[src/hdl/rrts_pkg.sv]
// shared types and codes for the round-robin thread scheduler
// request/response payload structs, table entry layout, opcode and status codes
// no dependencies
package rrts_pkg;

	localparam logic [1:0] OP_SCHED  = 2'd0;
	localparam logic [1:0] OP_TICK   = 2'd1;
	localparam logic [1:0] OP_SET    = 2'd2;
	localparam logic [1:0] OP_SWITCH = 2'd3;

	localparam logic [1:0] ST_UNUSED  = 2'd0;
	localparam logic [1:0] ST_READY   = 2'd1;
	localparam logic [1:0] ST_ACTIVE  = 2'd2;
	localparam logic [1:0] ST_BLOCKED = 2'd3;

	localparam logic [4:0] READY_SAT = 5'd31;

	typedef struct packed {
		logic [1:0]  op;
		logic [3:0]  thread_index;
		logic [1:0]  entry_status;
		logic        entry_timed_wait;
		logic        entry_idle_role;
		logic [31:0] entry_deadline;
	} rrts_req_t;

	typedef struct packed {
		logic [3:0]  running_now;
		logic        load_context;
		logic        save_context;
		logic [3:0]  previous_thread;
		logic [4:0]  ready_total;
		logic [31:0] time_now;
	} rrts_rsp_t;

	typedef struct packed {
		logic [1:0] status;
		logic       timed;
		logic       idle;
	} rrts_ent_t;

endpackage

[src/hdl/rrts_table.sv]
// thread table: status/flag memory and deadline memory, one read and one write port
// entries never written read as their reset value through per-entry valid bits
// depends on rrts_pkg
module rrts_table #(
	parameter int THREADS = 16
) (
	input  logic                       clk,
	input  logic                       arst_n,
	input  logic                       rd_en,
	input  logic [$clog2(THREADS)-1:0] rd_addr,
	output rrts_pkg::rrts_ent_t        rd_ent,
	output logic [31:0]                rd_dl,
	input  logic                       wr_en,
	input  logic [$clog2(THREADS)-1:0] wr_addr,
	input  rrts_pkg::rrts_ent_t        wr_ent,
	input  logic                       wr_dl_en,
	input  logic [31:0]                wr_dl
);
	import rrts_pkg::*;

	localparam int IW = $clog2(THREADS);
	localparam logic [IW-1:0] IDLE_ID = IW'(THREADS - 1);

	rrts_ent_t      ent_mem [THREADS];
	logic [31:0]    dl_mem  [THREADS];
	logic [THREADS-1:0] vld_q;

	rrts_ent_t      ent_s1;
	logic [31:0]    dl_s1;
	logic           vld_s1;
	logic [IW-1:0]  addr_s1;

	always_ff @(posedge clk) begin
		if (wr_en) begin
			ent_mem[wr_addr] <= wr_ent;
		end
		if (wr_dl_en) begin
			dl_mem[wr_addr] <= wr_dl;
		end
		if (rd_en) begin
			ent_s1  <= ent_mem[rd_addr];
			dl_s1   <= dl_mem[rd_addr];
			addr_s1 <= rd_addr;
		end
	end

	always_ff @(posedge clk or negedge arst_n) begin
		if (!arst_n) begin
			vld_q  <= '0;
			vld_s1 <= 1'b0;
		end else begin
			if (wr_en) begin
				vld_q[wr_addr] <= 1'b1;
			end
			if (rd_en) begin
				vld_s1 <= vld_q[rd_addr];
			end
		end
	end

	// unwritten entry: unused, except the idle slot which starts ready
	always_comb begin
		if (vld_s1) begin
			rd_ent = ent_s1;
		end else begin
			rd_ent.status = (addr_s1 == IDLE_ID) ? ST_READY : ST_UNUSED;
			rd_ent.timed  = 1'b0;
			rd_ent.idle   = (addr_s1 == IDLE_ID);
		end
	end

	assign rd_dl = dl_s1;

endmodule

[src/hdl/rrts_ctrl.sv]
// scheduler sequencer: read-modify-write of the thread table, round-robin search,
// tick sweep, ready counter, running thread and system time
// depends on rrts_pkg
module rrts_ctrl #(
	parameter int THREADS = 16
) (
	input  logic                       clk,
	input  logic                       arst_n,
	input  logic                       req_valid,
	output logic                       req_ready,
	input  rrts_pkg::rrts_req_t        req,
	input  logic [15:0]                tick_interval,
	output logic                       res_valid,
	input  logic                       res_free,
	output rrts_pkg::rrts_rsp_t        res,
	output logic                       rd_en,
	output logic [$clog2(THREADS)-1:0] rd_addr,
	input  rrts_pkg::rrts_ent_t        rd_ent,
	input  logic [31:0]                rd_dl,
	output logic                       wr_en,
	output logic [$clog2(THREADS)-1:0] wr_addr,
	output rrts_pkg::rrts_ent_t        wr_ent,
	output logic                       wr_dl_en,
	output logic [31:0]                wr_dl
);
	import rrts_pkg::*;

	localparam int IW = $clog2(THREADS);
	localparam int CW = $clog2(THREADS + 1);
	localparam logic [IW-1:0] IDLE_ID = IW'(THREADS - 1);

	localparam logic [3:0] S_IDLE  = 4'd0;
	localparam logic [3:0] S_SOLD  = 4'd1;
	localparam logic [3:0] S_SRCH  = 4'd2;
	localparam logic [3:0] S_SIDLE = 4'd3;
	localparam logic [3:0] S_TICK  = 4'd4;
	localparam logic [3:0] S_TEND  = 4'd5;
	localparam logic [3:0] S_SET   = 4'd6;
	localparam logic [3:0] S_SWCH  = 4'd7;
	localparam logic [3:0] S_DONE  = 4'd8;

	logic [3:0]    st_q, nxt_st;
	rrts_req_t     req_q;
	logic [IW-1:0] running_q, last_q, cand_q, swp_q, chk_addr_s1;
	logic          run_vld_q, load_q, save_q, tick_chk_s1;
	logic [3:0]    prev_q;
	logic [31:0]   time_q;
	logic [CW-1:0] cnt_q;
	rrts_ent_t     old_ent_q;

	logic          cnt_inc, cnt_dec, in_rng, srch_hit, wake;
	logic [IW-1:0] cand_nxt, last_nxt, req_idx;

	function automatic logic [IW-1:0] wrap_next(input logic [IW-1:0] i);
		wrap_next = (i == IDLE_ID) ? '0 : IW'(i + 1'b1);
	endfunction

	assign cand_nxt = wrap_next(cand_q);
	assign last_nxt = wrap_next(last_q);
	assign req_idx  = IW'(req.thread_index);
	assign in_rng   = (32'(req.thread_index) < THREADS);
	assign srch_hit = !rd_ent.idle && (rd_ent.status == ST_READY);
	assign wake     = (rd_ent.status == ST_BLOCKED) && rd_ent.timed && (rd_dl < time_q);

	assign req_ready = (st_q == S_IDLE);
	assign res_valid = (st_q == S_DONE) && res_free;

	always_comb begin
		res.running_now     = run_vld_q ? 4'(running_q) : 4'd0;
		res.load_context    = load_q;
		res.save_context    = save_q;
		res.previous_thread = prev_q;
		res.ready_total     = (32'(cnt_q) > 32'(READY_SAT)) ? READY_SAT : 5'(cnt_q);
		res.time_now        = time_q;
	end

	always_comb begin
		nxt_st   = st_q;
		rd_en    = 1'b0;
		rd_addr  = running_q;
		wr_en    = 1'b0;
		wr_addr  = running_q;
		wr_ent   = rd_ent;
		wr_dl_en = 1'b0;
		wr_dl    = req_q.entry_deadline;
		cnt_inc  = 1'b0;
		cnt_dec  = 1'b0;
		unique case (st_q)
			S_IDLE: begin
				if (req_valid) begin
					case (req.op)
						OP_SCHED: begin
							if (run_vld_q) begin
								rd_en  = 1'b1;
								nxt_st = S_SOLD;
							end else begin
								nxt_st = S_DONE;
							end
						end
						OP_TICK: nxt_st = S_TICK;
						OP_SET: begin
							if (in_rng) begin
								rd_en   = 1'b1;
								rd_addr = req_idx;
								nxt_st  = S_SET;
							end else begin
								nxt_st = S_DONE;
							end
						end
						default: begin
							if (in_rng && run_vld_q) begin
								rd_en  = 1'b1;
								nxt_st = S_SWCH;
							end else begin
								nxt_st = S_DONE;
							end
						end
					endcase
				end
			end
			S_SOLD: begin
				// demote the running thread, start the search after the last pick
				rd_en   = 1'b1;
				rd_addr = last_nxt;
				if (rd_ent.status == ST_ACTIVE) begin
					wr_en         = 1'b1;
					wr_ent.status = ST_READY;
					cnt_inc       = 1'b1;
				end
				nxt_st = S_SRCH;
			end
			S_SRCH: begin
				if (cand_q == running_q) begin
					// search came back around to the old thread
					if (old_ent_q.status == ST_READY || running_q == IDLE_ID) begin
						wr_en         = 1'b1;
						wr_ent        = old_ent_q;
						wr_ent.status = ST_ACTIVE;
						cnt_dec       = (old_ent_q.status == ST_READY);
						nxt_st        = S_DONE;
					end else begin
						rd_en   = 1'b1;
						rd_addr = IDLE_ID;
						nxt_st  = S_SIDLE;
					end
				end else if (srch_hit) begin
					wr_en         = 1'b1;
					wr_addr       = cand_q;
					wr_ent.status = ST_ACTIVE;
					cnt_dec       = 1'b1;
					nxt_st        = S_DONE;
				end else begin
					rd_en   = 1'b1;
					rd_addr = cand_nxt;
				end
			end
			S_SIDLE: begin
				wr_en         = 1'b1;
				wr_addr       = IDLE_ID;
				wr_ent.status = ST_ACTIVE;
				cnt_dec       = (rd_ent.status == ST_READY);
				nxt_st        = S_DONE;
			end
			S_TICK: begin
				rd_en   = 1'b1;
				rd_addr = swp_q;
				if (swp_q == IDLE_ID) begin
					nxt_st = S_TEND;
				end
			end
			S_TEND: nxt_st = S_DONE;
			S_SET: begin
				wr_en        = 1'b1;
				wr_addr      = IW'(req_q.thread_index);
				wr_ent.status = req_q.entry_status;
				wr_ent.timed = req_q.entry_timed_wait;
				wr_ent.idle  = req_q.entry_idle_role;
				wr_dl_en     = 1'b1;
				cnt_inc      = (req_q.entry_status == ST_READY) && (rd_ent.status != ST_READY);
				cnt_dec      = (req_q.entry_status != ST_READY) && (rd_ent.status == ST_READY);
				nxt_st       = S_DONE;
			end
			S_SWCH: begin
				wr_en         = 1'b1;
				wr_ent.status = ST_READY;
				cnt_inc       = (rd_ent.status != ST_READY);
				nxt_st        = S_DONE;
			end
			S_DONE: begin
				if (res_free) begin
					nxt_st = S_IDLE;
				end
			end
			default: nxt_st = S_IDLE;
		endcase
		// tick sweep: check the entry read in the previous cycle
		if (tick_chk_s1 && wake) begin
			wr_en         = 1'b1;
			wr_addr       = chk_addr_s1;
			wr_ent.status = ST_READY;
			cnt_inc       = 1'b1;
		end
	end

	always_ff @(posedge clk) begin
		if (st_q == S_IDLE && req_valid) begin
			req_q <= req;
		end
	end

	always_ff @(posedge clk or negedge arst_n) begin
		if (!arst_n) begin
			st_q        <= S_IDLE;
			running_q   <= '0;
			run_vld_q   <= 1'b0;
			last_q      <= '0;
			time_q      <= '0;
			cnt_q       <= CW'(1);
			cand_q      <= '0;
			swp_q       <= '0;
			old_ent_q   <= '0;
			load_q      <= 1'b0;
			save_q      <= 1'b0;
			prev_q      <= '0;
			tick_chk_s1 <= 1'b0;
			chk_addr_s1 <= '0;
		end else begin
			st_q        <= nxt_st;
			tick_chk_s1 <= (st_q == S_TICK);
			chk_addr_s1 <= swp_q;
			if (cnt_inc && !cnt_dec) begin
				cnt_q <= cnt_q + 1'b1;
			end else if (cnt_dec && !cnt_inc) begin
				cnt_q <= cnt_q - 1'b1;
			end
			unique case (st_q)
				S_IDLE: begin
					if (req_valid) begin
						// with nothing running, schedule and switch start a thread at once
						load_q <= !run_vld_q &&
							((req.op == OP_SCHED) || (req.op == OP_SWITCH && in_rng));
						save_q <= 1'b0;
						prev_q <= run_vld_q ? 4'(running_q) : 4'd0;
						case (req.op)
							OP_SCHED: begin
								if (!run_vld_q) begin
									running_q <= IDLE_ID;
									last_q    <= IDLE_ID;
									run_vld_q <= 1'b1;
								end
							end
							OP_TICK: begin
								time_q <= time_q + 32'(tick_interval);
								swp_q  <= '0;
							end
							OP_SET: ;
							default: begin
								if (in_rng && !run_vld_q) begin
									running_q <= req_idx;
									run_vld_q <= 1'b1;
								end
							end
						endcase
					end
				end
				S_SOLD: begin
					save_q           <= (rd_ent.status != ST_UNUSED);
					old_ent_q.status <= (rd_ent.status == ST_ACTIVE) ? ST_READY : rd_ent.status;
					old_ent_q.timed  <= rd_ent.timed;
					old_ent_q.idle   <= rd_ent.idle;
					cand_q           <= last_nxt;
				end
				S_SRCH: begin
					if (cand_q != running_q) begin
						if (srch_hit) begin
							running_q <= cand_q;
							last_q    <= cand_q;
							load_q    <= 1'b1;
						end else begin
							cand_q <= cand_nxt;
						end
					end
				end
				S_SIDLE: begin
					running_q <= IDLE_ID;
					last_q    <= IDLE_ID;
					load_q    <= 1'b1;
				end
				S_TICK: swp_q <= IW'(swp_q + 1'b1);
				S_SWCH: begin
					save_q    <= (rd_ent.status != ST_UNUSED);
					last_q    <= running_q;
					running_q <= IW'(req_q.thread_index);
					load_q    <= 1'b1;
				end
				S_TEND, S_SET, S_DONE: ;
				default: ;
			endcase
		end
	end

endmodule

[src/hdl/round_robin_thread_scheduler.sv]
// Round-robin thread scheduler with an idle thread.
// One request channel (req_valid/req_ready, payload req) carries schedule, tick,
// set-entry and switch operations; every request gives exactly one response on
// rsp_valid/rsp_ready (payload rsp). cfg_we/cfg_wdata write the tick interval,
// reset value 10; write it only while no request is in flight.
// Requests are taken one at a time. What each request does before its response:
//   schedule or switch with nothing running, set or switch out of range: no table access
//   schedule: a read of the running thread, then a search, one table entry read per cycle
//   tick: a sweep that reads every entry once
//   set, and switch with a thread running: one read and one write-back
// The state table sits in a one-port-read, one-port-write memory with a registered
// read; the sequencer reads, modifies and writes back one entry per cycle.
// At reset every entry reads as unused (the idle entry THREADS-1 as ready) via
// per-entry valid bits, so there is no clearing pass; nothing runs and time is 0.
// A response waits in an output register while the receiver stalls; the next
// request is accepted meanwhile and its response holds until the register frees.
// depends on rrts_pkg, rrts_ctrl, rrts_table
module round_robin_thread_scheduler #(
	parameter int THREADS = 16
) (
	input  logic                clk,
	input  logic                arst_n,
	input  logic                req_valid,
	output logic                req_ready,
	input  rrts_pkg::rrts_req_t req,
	output logic                rsp_valid,
	input  logic                rsp_ready,
	output rrts_pkg::rrts_rsp_t rsp,
	input  logic                cfg_we,
	input  logic [15:0]         cfg_wdata
);
	import rrts_pkg::*;

	localparam int IW = $clog2(THREADS);

	logic [15:0]   tick_q;
	logic          rsp_valid_q, res_valid, res_free;
	rrts_rsp_t     rsp_q, res;
	logic          rd_en, wr_en, wr_dl_en;
	logic [IW-1:0] rd_addr, wr_addr;
	rrts_ent_t     rd_ent, wr_ent;
	logic [31:0]   rd_dl, wr_dl;

	assign res_free  = !rsp_valid_q || rsp_ready;
	assign rsp_valid = rsp_valid_q;
	assign rsp       = rsp_q;

	always_ff @(posedge clk or negedge arst_n) begin
		if (!arst_n) begin
			tick_q      <= 16'd10;
			rsp_valid_q <= 1'b0;
		end else begin
			if (cfg_we) begin
				tick_q <= cfg_wdata;
			end
			if (res_valid) begin
				rsp_valid_q <= 1'b1;
			end else if (rsp_ready) begin
				rsp_valid_q <= 1'b0;
			end
		end
	end

	always_ff @(posedge clk) begin
		if (res_valid) begin
			rsp_q <= res;
		end
	end

	rrts_ctrl #(
		.THREADS(THREADS)
	) u_ctrl (
		.clk          (clk),
		.arst_n       (arst_n),
		.req_valid    (req_valid),
		.req_ready    (req_ready),
		.req          (req),
		.tick_interval(tick_q),
		.res_valid    (res_valid),
		.res_free     (res_free),
		.res          (res),
		.rd_en        (rd_en),
		.rd_addr      (rd_addr),
		.rd_ent       (rd_ent),
		.rd_dl        (rd_dl),
		.wr_en        (wr_en),
		.wr_addr      (wr_addr),
		.wr_ent       (wr_ent),
		.wr_dl_en     (wr_dl_en),
		.wr_dl        (wr_dl)
	);

	rrts_table #(
		.THREADS(THREADS)
	) u_table (
		.clk     (clk),
		.arst_n  (arst_n),
		.rd_en   (rd_en),
		.rd_addr (rd_addr),
		.rd_ent  (rd_ent),
		.rd_dl   (rd_dl),
		.wr_en   (wr_en),
		.wr_addr (wr_addr),
		.wr_ent  (wr_ent),
		.wr_dl_en(wr_dl_en),
		.wr_dl   (wr_dl)
	);

endmodule
[config.mk]
export PLATFORM = sky130hd
export DESIGN_NAME = round_robin_thread_scheduler
export DESIGN_NICKNAME = d
export VERILOG_FILES = /design/src/hdl/rrts_pkg.sv /design/src/hdl/rrts_table.sv /design/src/hdl/rrts_ctrl.sv /design/src/hdl/round_robin_thread_scheduler.sv
export SDC_FILE = /design/constraint.sdc
export NUM_CORES = 1
export LEC_CHECK = 0
export ABC_AREA = 1
export BUFFER_PORTS_ARGS = -buffer_cell sky130_fd_sc_hd__buf_2
export CORE_MARGIN = 2
export CORE_UTILIZATION = 45
export DETAILED_ROUTE_END_ITERATION = 12
export GPL_TIMING_DRIVEN = 0
export PLACE_DENSITY_LB_ADDON = 0.2
export SETUP_SLACK_MARGIN = 0.15
export SLEW_MARGIN = 40
export SYNTH_ARGS = -nofsm -noshare
export SYNTH_HDL_FRONTEND = slang
export SYNTH_SLANG_ARGS = --single-unit
export TNS_END_PERCENT = 10
[constraint.sdc]
create_clock -name clk -period 10.7 [get_ports clk]
set_input_delay 0.535 -clock clk [delete_from_list [all_inputs] [get_ports clk]]
set_output_delay 0.535 -clock clk [all_outputs]
set_load 0.02 [all_outputs]
; ---- After elaboration in Yosys (flattened, before gate mapping)
; Memories as Yosys holds them, arrays and structs flattened. A register that Yosys moved wholly into a read port is not among the register bits.
; Index checks and enable logic that the tools add are counted.
[word_totals]
word_cells = 215
ram_bits = 576
output_inout_bits = 49
n_memories = 2
ff_bits = 198
[memory_table]
columns = memory, words, width, read_ports, rd_clocked_by_memory_dff, write_ports, line_no
row1 = u_table.dl_mem, 16, 32, 1, 1, 1, rrts_table.sv:25  ; logic [31:0] dl_mem [THREADS];
row2 = u_table.ent_mem, 16, 4, 1, 1, 1, rrts_table.sv:24  ; rrts_ent_t ent_mem [THREADS];
[classes]
add_sub_neg = 6
bitwise_logic = 2
n_eq_ne = 36
mux = 87
reduce_logical = 46
order_cmp = 4
[ops]
columns = cell, count
row1 = 2-to-1 mux 4 bit, 33
row2 = case mux 4 bit (4 select lines), 3
row3 = adder 32 x 16 -> 32 bit, 1
row4 = < comparator 32 bit, 1
row5 = 2-to-1 mux 1 bit, 27
row6 = "equality test 4 bit, second input constant", 6
row7 = case mux 4 bit (2 select lines), 3
row8 = case mux 4 bit (3 select lines), 2
row9 = case mux 4 bit (6 select lines), 1
row10 = "equality test 4 x 3 -> 1 bit, second input constant", 4
row11 = "inequality test 2 x 1 -> 1 bit, second input constant", 8
row12 = OR 16 bit, 1
row13 = case mux 1 bit (3 select lines), 5
row14 = "adder 4 x 1 -> 4 bit, second input constant", 3
row15 = logical AND 1 bit, 12
row16 = AND reduction 3 bit, 4
row17 = nonzero test 2 bit, 6
row18 = "< comparator 4 x 5 -> 1 bit, second input constant", 2
row19 = 2-to-1 mux 2 bit, 5
row20 = 2-to-1 mux 5 bit, 2
row21 = case mux 2 bit (5 select lines), 1
row22 = "equality test 2 x 1 -> 1 bit, second input constant", 4
row23 = "equality test 2 bit, second input constant", 4
row24 = "equality test 4 x 2 -> 1 bit, second input constant", 2
row25 = other kinds (26), 41

; ---- Longest topological paths before layout
; Gate-level depths: netlist (run 1).
[depth]
ltp_word = 14
ltp_mapped = 20

; ---- Hierarchy
; A second synthesis (run 1) with hierarchy kept.
[hier_totals]
hier_cells = 2951
hier_area_um2 = 34498.1
[modules_own_cells]
columns = module, area_per_inst_um2, cells_per_inst, seq_area_each_um2, n_inst
row1 = rrts_table, 24745.0, 1860, 18923.1, 1
row2 = rrts_ctrl, 7654.8, 971, 3029.2, 1
row3 = round_robin_thread_scheduler, 2098.3, 120, 1839.3, 1

; ---- Least setup slack after synthesis (run 1)
; OpenSTA, ideal clock, no wires.
[synth_timing]
kind = flip-flop to flip-flop
from = register u_ctrl.st_q[2]
to = register u_ctrl.time_q[28]
t_required_ps = 10577
arrival_ps = 3820
setup_ps = 123
period_less_slack_ps = 3942
slack_ps = 6758
path_stages_with_launch = 13
path_cell_list = dfrtp_1 -> buf_6 -> nor2_2 -> inv_2 -> nor2_4 -> inv_2 -> nor2_1 -> nand2_1 -> inv_1 -> nand4_1 -> nor2_1 -> nand3_1 -> xor2_1
[synth_via]
elab_chain_len = 2
[synth_rtl]
columns = item, line_no
row1 = start: declaration, rrts_ctrl.sv:42  ; logic [3:0] st_q, nxt_st;
row2 = start signal: assignment, rrts_ctrl.sv:228  ; st_q <= nxt_st;
row3 = logical NOT 4 bit, --
row4 = named net req_ready, round_robin_thread_scheduler.sv:24  ; output logic req_ready,
row5 = AND reduction 3 bit (no source line), --
row6 = end signal: assignment, rrts_ctrl.sv:253  ; time_q <= time_q + 32'(tick_interval);
row7 = end: declaration, rrts_ctrl.sv:47  ; logic [31:0] time_q;
; The timed path passes the listed nets, and every way through them passes these cells.
; A chain may end at the register's enable or synchronous reset.

; ---- Final worst setup path (run 1)
[layout_timing]
from = register u_ctrl.time_q[31]
to = memory u_table.dl_mem[8][19] (enable)
[layout_via]
elab_chain_len = 4
[layout_rtl]
columns = item, line_no
row1 = < comparator 32 bit, rrts_ctrl.sv:63  ; assign wake = (rd_ent.status == ST_BLOCKED) && rd_ent.timed && (rd_dl < time_q);
row2 = logical AND 1 bit, rrts_ctrl.sv:63
row3 = logical AND 1 bit, rrts_ctrl.sv:197  ; if (tick_chk_s1 && wake) begin
row4 = 2-to-1 mux 4 bit, rrts_ctrl.sv:197
row5 = end: declaration, rrts_table.sv:25
; No other way between the ends.

==> results of run 1 <==
## path summary, 6_finish.rpt
path / slack [ns] / cells past startpoint / end / from
max in group asynchronous: 9.60 / 3 / u_ctrl.tick_chk_s1$_DFF_PN0_ / arst_n
hold / removal: 0.06 / 1 / u_ctrl.wr_dl[24]$_DFFE_PP_ / req[24]
min in group asynchronous: 0.45 / 2 / u_ctrl.prev_q[2]$_DFFE_PN0P_ / arst_n
setup reg to reg: 6.50 / 15 / u_table.dl_mem[8][19]$_DFFE_PP_ / u_ctrl.time_q[31]$_DFFE_PN0P_
setup / recovery: 6.50 / 15 / u_table.dl_mem[8][19]$_DFFE_PP_ / u_ctrl.time_q[31]$_DFFE_PN0P_
hold reg to reg: 0.44 / 0 / rsp[28]$_DFFE_PP_ / u_ctrl.time_q[28]$_DFFE_PN0P_
## through the flow
step	area, sq um	std cells	setup WS [ns]
global placement	36400	3942	3.95
CTS	40300	4140	6.46
finish	40400	4142	6.50
detailed placement	37500	3985	6.49
global route	40300	4140	6.30
floorplan	34500	2802	6.76
## synth_stat cells (8+ instances only)
cell / n
buf_2: 66
nor3_1: 19
nand2_1: 395
nand3_1: 139
nor2_1: 223
mux2_2: 15
xor2_1: 26
o22ai_1: 8
o211ai_1: 297
clkbuf_1: 18
inv_1: 287
o21ai_0: 109
inv_2: 15
a21oi_1: 52
o21ai_1: 120
dfrtp_1: 104
buf_4: 21
edfxtp_1: 703
ha_1: 58
nand4_1: 15
buf_6: 25
## worst max-delay path, delay by kind of cell (launching register included)
family	cells	cell delay [ns]
AND/OR/NAND/NOR	11	2.68
flip-flops	1	0.45
buffers and inverters	3	0.45
adder cells (fa/ha/maj)	1	0.30
## timing repair
item / in CTS / in global routing
hold buffers: 1 / 0
hold endpoints to repair: 64 / 0
resized for setup: 0 / 0
## metal layers
| layer | vias to the layer above | GRT usage, % | routed length (microns) |
|---|---|---|---|
| met5 | - | 0 | 27 |
| met4 | 4 | 9.82 | 3690 |
| met3 | 233 | 4.45 | 7450 |
| met2 | 1025 | 38.4 | 43900 |
| met1 | 11100 | 32.2 | 39200 |
| li1 | 10600 | - | - |
## final cells by class
class / instances / area (sq um)
Sequential cell: 810 / 23800
Timing Repair Buffer: 154 / 1490
Multi-Input combinational cell: 1556 / 8920
Inverter: 304 / 1150
Buffer: 132 / 847
Clock inverter: 46 / 547
Clock buffer: 108 / 2320
Fill cell: 6376 / 35600
Antenna cell: 2 / 5.00
Tap cell: 1030 / 1290
## state kept, by name (all words and copies together) (netlist names), 5 cells and up
name,cells
u_table.dl_mem,512
u_table.ent_mem,64
rsp,47
u_ctrl.time_q,32
u_ctrl.wr_dl,32
u_table.rd_dl,32
tick_q,16
u_table.vld_q,16
u_ctrl.req_q,8
u_ctrl.cnt_q,5
## cell families (layout without fill, tap and decap cells)
logic type | Yosys count | count (layout) | share of synthesized area [%]
simple gates | 824 | 824 | 10.2
flops | 810 | 810 | 68.9
compound gates | 624 | 624 | 11.6
buf+inv | 436 | 744 | 5.77
fa+ha+maj | 60 | 60 | 2.22
xor+xnor | 33 | 33 | 0.837
mux | 15 | 15 | 0.489
other cells | 0 | 2 | 0
==> results.txt, run 1 <==
----------------------------------------------------
[Drt]
  DRC errors left ... 0
  Average via count per standard cell ... 5.54
  Average wire per cell in the routed design ... 22.7 microns
  Iteration-0 DRC Markers ... 2185
  Total iterations of the first detailed-routing run ... 6
  Final routed wirelength across all metal layers ... around 94000 microns
  Count of antenna-violating nets left after detailed routing ... 0
  Via count ... 23000

[CTS]
  Setup repair bufs after CTS ... 0
  Clock input transition at the sequential cells of the worst setup and hold paths ... ~0.060 ns
  Root buf cell ... clkbuf_16
  CTS H-tree lvls ... 3
  Clock sink count ... 810
  Max Buffers Root-to-Sink ... 3
  Insertion delay of the later-clocked pin in the worst-skew pair ... around 0.66 ns
  TritonCTS clock tree ... built
  Number of buffers inserted during clock tree synthesis ... 87

[Setup path]
  Arrival time at the worst endpoint ... 4.54 ns
  CP dominant cell by count ... nand2_1
  Largest stage delay on the critical path ... between 0.5 and 0.6 ns
  Peak fanout along the critical path ... 14
  Required time of the worst setup path ... 11.04 ns
  Setup crit end kind ... flop
  Critical Setup Path Class ... flop to flop
  Critical Path Source Type ... flop
  Slowest CP cell ... nor4_1
  Critical-path cell list ... inv_1 -> ha_1 -> nand2_1 -> nor2_1 -> nand4_1 -> nor4_1 -> nand2_1 -> nand2_1 -> inv_1 -> nand2_1 -> nand2_1 -> nor2_1 -> nand2_1 -> nor2_4 -> buf_8

[Logic synthesis]
  Most area-hungry cell type in the Yosys netlist ... edfxtp_1
  Number of unique standard cell types used by synthesis ... 53
  Share of Yosys cell area claimed by the top area cell type ... 61.1%
  Synth area leaders ... edfxtp_1 61%, dfrtp_1 7.5%, o211ai_1 6.5%
  Post-Syn Area per Cell ... 12.3 sq um
  Net count of the mapped netlist ... between 2000 and 3000
  Leading register cell type out of synthesis ... edfxtp_1
  Gate Count Post-Synth ... around 2800
  Number of enable flip-flop cells after synthesis ... approximately 700
  Flops & latches, synth ... 810
  Yosys warning count ... 0
  Sequential-to-total area share from yosys stat ... 68.9%
  Async SR Flop Fraction ... about an eighth
  Netlist area before placement ... 34500 sq um

[STA]
  Worst hold slack across all endpoints ... 0.0552 ns
  Worst slew margin relative to its limit ... 45.3%
  Max Transition Viols Final ... 0
  Final-report hold violation count ... 0
  Worst-case clock skew ... approximately 0.031 ns
  Fmax ... 0.238 GHz
  Setup repair after global routing missed its margin ... no
  Post-route fraction of the period consumed by the critical path ... 39.3%
  Final period demand of the worst path ... 4.20 ns
  Worst slew pin tran ... 0.820 ns
  Aggregate negative setup slack ... 0 ns
  Finish-stage setup viols ... 0

[Floorplanning]
  Num rows ... 101
  Height of the chip ... 281 microns
  Die Area ... 79000 sq um
  Overall die width ... around 280 microns
  Initial core utilization ... 45.5%
  Core Region ... ~76000 sq um
  Boundary pin count ... 112

[Final layout]
  Most frequent cells in the layout ... 703 x edfxtp_1, 395 x nand2_1, 297 x o211ai_1
  End-of-flow core utilization ... between 50 and 60%
  Final net count ... 3168
  Leading cell type in the layout, fill and taps excluded ... edfxtp_1
  Area growth from synthesis to layout ... 16.9%
  Fraction of final layout cells sized beyond drive strength 1 ... 15.5%

[Global route]
  Aggregate global-route resource usage ... 24.0%
  Aggregate global routing overflow ... 0
  Via count of the first global-routing pass ... around 22000
  Global-route wire length before repair ... around 140000 microns
  Number of antenna violations at the first check in global routing ... 5
  Pin count of the biggest net entering global routing ... a little under 70

[Job]
  Max Cap Viol ... 0

[Placed design]
  Half-perimeter wire length after detailed placement ... 67600 microns
  Buffers on Ports ... 110
  RePlAce Congestion ... 0.941

[Min path]
  Path category of the worst min-delay check ... input port to flop

[Status]
  Result of the run ... finished clean

----------------------------------------------------
Power of run 1 is not shown: default switching activity piles up to over one toggle a cycle in this logic, so the estimate is an artifact.
==> run 2, diff against run 1 <==
Clock period 10.7 ns to 3.55 ns, I/O delays scaled along.
==> run 2 against run 1 <==
Utilization up 2.1 points. Critical path depth up 2. Flip-flop and latch count unchanged. Critical path type unchanged. Largest cell class unchanged. Highest routed layer is now met4.
==> results.txt, run 2 (same netlist as run 1, synthesis figures left out) <==
----------------------------------------------------
[Status]
  Result of the run ... finished clean

[Final layout]
  Most frequent cells in the layout ... 703 x edfxtp_1, 386 x nand2_1, 297 x o211ai_1
  End-of-flow core utilization ... 55.3%
  Final instance area ... around 42000 sq um
  Final cell count without fillers ... 4280
  Register ranked first by flip-flop count ... u_table.dl_mem
  Final net count ... 3300
  Filler Cell Count ... 6143
  Flip-flop count of the largest register after layout ... 512
  Leading cell type in the layout, fill and taps excluded ... edfxtp_1
  Fraction of final layout cells sized beyond drive strength 1 ... 18.1%
  Area growth from synthesis to layout ... 21.6%

[Setup path]
  Peak fanout along the critical path ... 17
  Critical Setup Path Class ... flop to flop
  Required time of the worst setup path ... 3.88 ns
  CP dominant cell by count ... nand2_1
  Worst r2r path cells ... 17
  Capture instance of the worst register-to-register path ... u_table.dl_mem[13][8]$_DFFE_PP_
  Arrival time at the worst endpoint ... approximately 3.6 ns
  Critical Path Source Type ... flop
  Reg-to-reg slack, setup ... 0.28 ns
  Largest stage delay on the critical path ... 0.39 ns
  Critical-path cell list ... inv_1 -> ha_1 -> nand2_1 -> nor2_2 -> nand4_1 -> buf_4 -> a21oi_4 -> nor2_2 -> nand2_2 -> nand2_1 -> nand2_4 -> inv_1 -> nor2_4 -> nand2_1 -> nor2_4 -> buf_12 -> buf_8
  Slowest CP cell ... dfrtp_1
  Setup crit end kind ... flop
  Reg-to-Reg Start ... u_ctrl.time_q[31]$_DFFE_PN0P_

[STA]
  Worst slew margin relative to its limit ... 43.1%
  Worst-case clock skew ... 0.0220 ns
  Fmax ... 0.306 GHz
  Max Transition Viols Final ... 0
  Worst slew pin tran ... 0.854 ns
  Post-route fraction of the period consumed by the critical path ... 92.2%
  Final period demand of the worst path ... 3.27 ns
  Final-report hold violation count ... 0
  Setup repair after global routing missed its margin ... yes
  Finish-stage setup viols ... 0
  Minimum setup slack in the final design ... 0.278 ns

[CTS]
  Clock input transition at the sequential cells of the worst setup and hold paths ... 0.06 ns
  Clock sink count ... 810
  Number of buffers inserted during clock tree synthesis ... 89
  Root buf cell ... clkbuf_16
  Insertion delay of the later-clocked pin in the worst-skew pair ... 0.65 ns
  TritonCTS clock tree ... built
  Max Buffers Root-to-Sink ... 3
  CTS H-tree lvls ... 3

[Placed design]
  Buffers on Ports ... 110
  Half-perimeter wire length after detailed placement ... between 60000 and 70000 microns
  Total cell area at the placement stage ... 37400 sq um
  Setup Slack @ Placement ... -0.725 ns
  RePlAce Congestion ... about 0.94
  Number of placed instances with taps included ... roughly 4000

[Global route]
  Global-route wire length before repair ... 145000 microns
  Via count of the first global-routing pass ... 23500
  Aggregate global-route resource usage ... around a quarter
  Aggregate global routing overflow ... 0
  Number of antenna violations at the first check in global routing ... 3
  Pin count of the biggest net entering global routing ... 72

[Drt]
  Average wire per cell in the routed design ... 22.9 microns
  DRC errors left ... 0
  Iteration-0 DRC Markers ... between 2000 and 3000
  Via count ... around 24000
  Count of antenna-violating nets left after detailed routing ... 0
  Final routed wirelength across all metal layers ... about 100000 microns
  Average via count per standard cell ... roughly 5.5
  Total iterations of the first detailed-routing run ... 8

[Floorplanning]
  Num rows ... 101
  Initial core utilization ... 45.5%
  Boundary pin count ... 112
  Die Area ... ~79000 sq um
  Overall die width ... around 280 microns
  Height of the chip ... approximately 280 microns
  Core Region ... 75900 sq um

[Min path]
  Hold Crit Endpoint ... tick_q[15]$_DFFE_PN0P_
  Start point of the worst min-delay path ... cfg_we
  Hold depth ... 2
  Path category of the worst min-delay check ... input port to flop

[Job]
  Max Cap Viol ... 0

----------------------------------------------------
-- run 2: metrics by stage --
step,hold slack [ns],TNS (ns)
after floorplan,-0.118,-100.08
after global placement,0.354,-1586.41
after detailed placement,0.0764,-315.26
after CTS,0.000116,0
after global routing,0.0232,0
final,0.0291,0
-- run 2: final cells by class --
| class | count | area, sq um | share of cell area [%] |
|---|---|---|---|
| clock buffers | 107 | 2360 | 5.62 |
| plain buffers | 131 | 867 | 2.07 |
| well taps | 1030 | 1290 | 3.07 |
| clock inverters | 56 | 569 | 1.36 |
| flip-flops and latches | 810 | 23800 | 56.7 |
| multi-input cells | 1556 | 9090 | 21.7 |
| diodes | 1 | 2.50 | 0.00596 |
| repair buffers | 285 | 2850 | 6.79 |
| inverters | 304 | 1160 | 2.76 |
-- run 2: repair_timing --
| action | CTS | global route |
|---|---|---|
| hold endpoints to repair | 167 | 0 |
| gates cloned | 1 | 1 |
| resized for setup | 36 | 39 |
| setup buffers | 56 | 8 |
| pin swaps | 29 | 13 |
| hold buffers | 66 | 0 |
| endpoints found under the setup margin | 647 | 611 |
-- run 2: worst max path at each step --
stage / from / end / cells past startpoint
after floorplan: u_ctrl.time_q[21]$_DFFE_PN0P_ / u_table.dl_mem[8][0]$_DFFE_PP_ / 13
after global placement: u_ctrl.time_q[31]$_DFFE_PN0P_ / u_table.dl_mem[6][13]$_DFFE_PP_ / 14
after detailed placement: u_ctrl.time_q[31]$_DFFE_PN0P_ / u_table.dl_mem[8][16]$_DFFE_PP_ / 15
after CTS: u_ctrl.time_q[31]$_DFFE_PN0P_ / u_ctrl.cnt_q[4]$_DFFE_PN0P_ / 18
after global routing: u_ctrl.time_q[31]$_DFFE_PN0P_ / u_table.dl_mem[13][8]$_DFFE_PP_ / 17
final: u_ctrl.time_q[31]$_DFFE_PN0P_ / u_table.dl_mem[13][8]$_DFFE_PP_ / 17
-- run 2: worst max-delay path, delay by kind of cell (launching register included) --
kind,cells,cell delay (ns)
DFF,1,0.39
AOI/OAI and AO/OA,1,0.22
adders and majority gates,1,0.30
and+or+nand+nor,10,1.32
buffers and inverters,5,0.70
-- run 2: metal layers --
metal	part of all wire, %	vias up	GRT usage, %
met1	41	11600	32.9
met4	3.8	0	9.91
met3	7.5	231	4.87
li1	-	10800	-
met2	47	1003	40.5
met5	0	-	0
Power of run 2 is left out for the same reason.
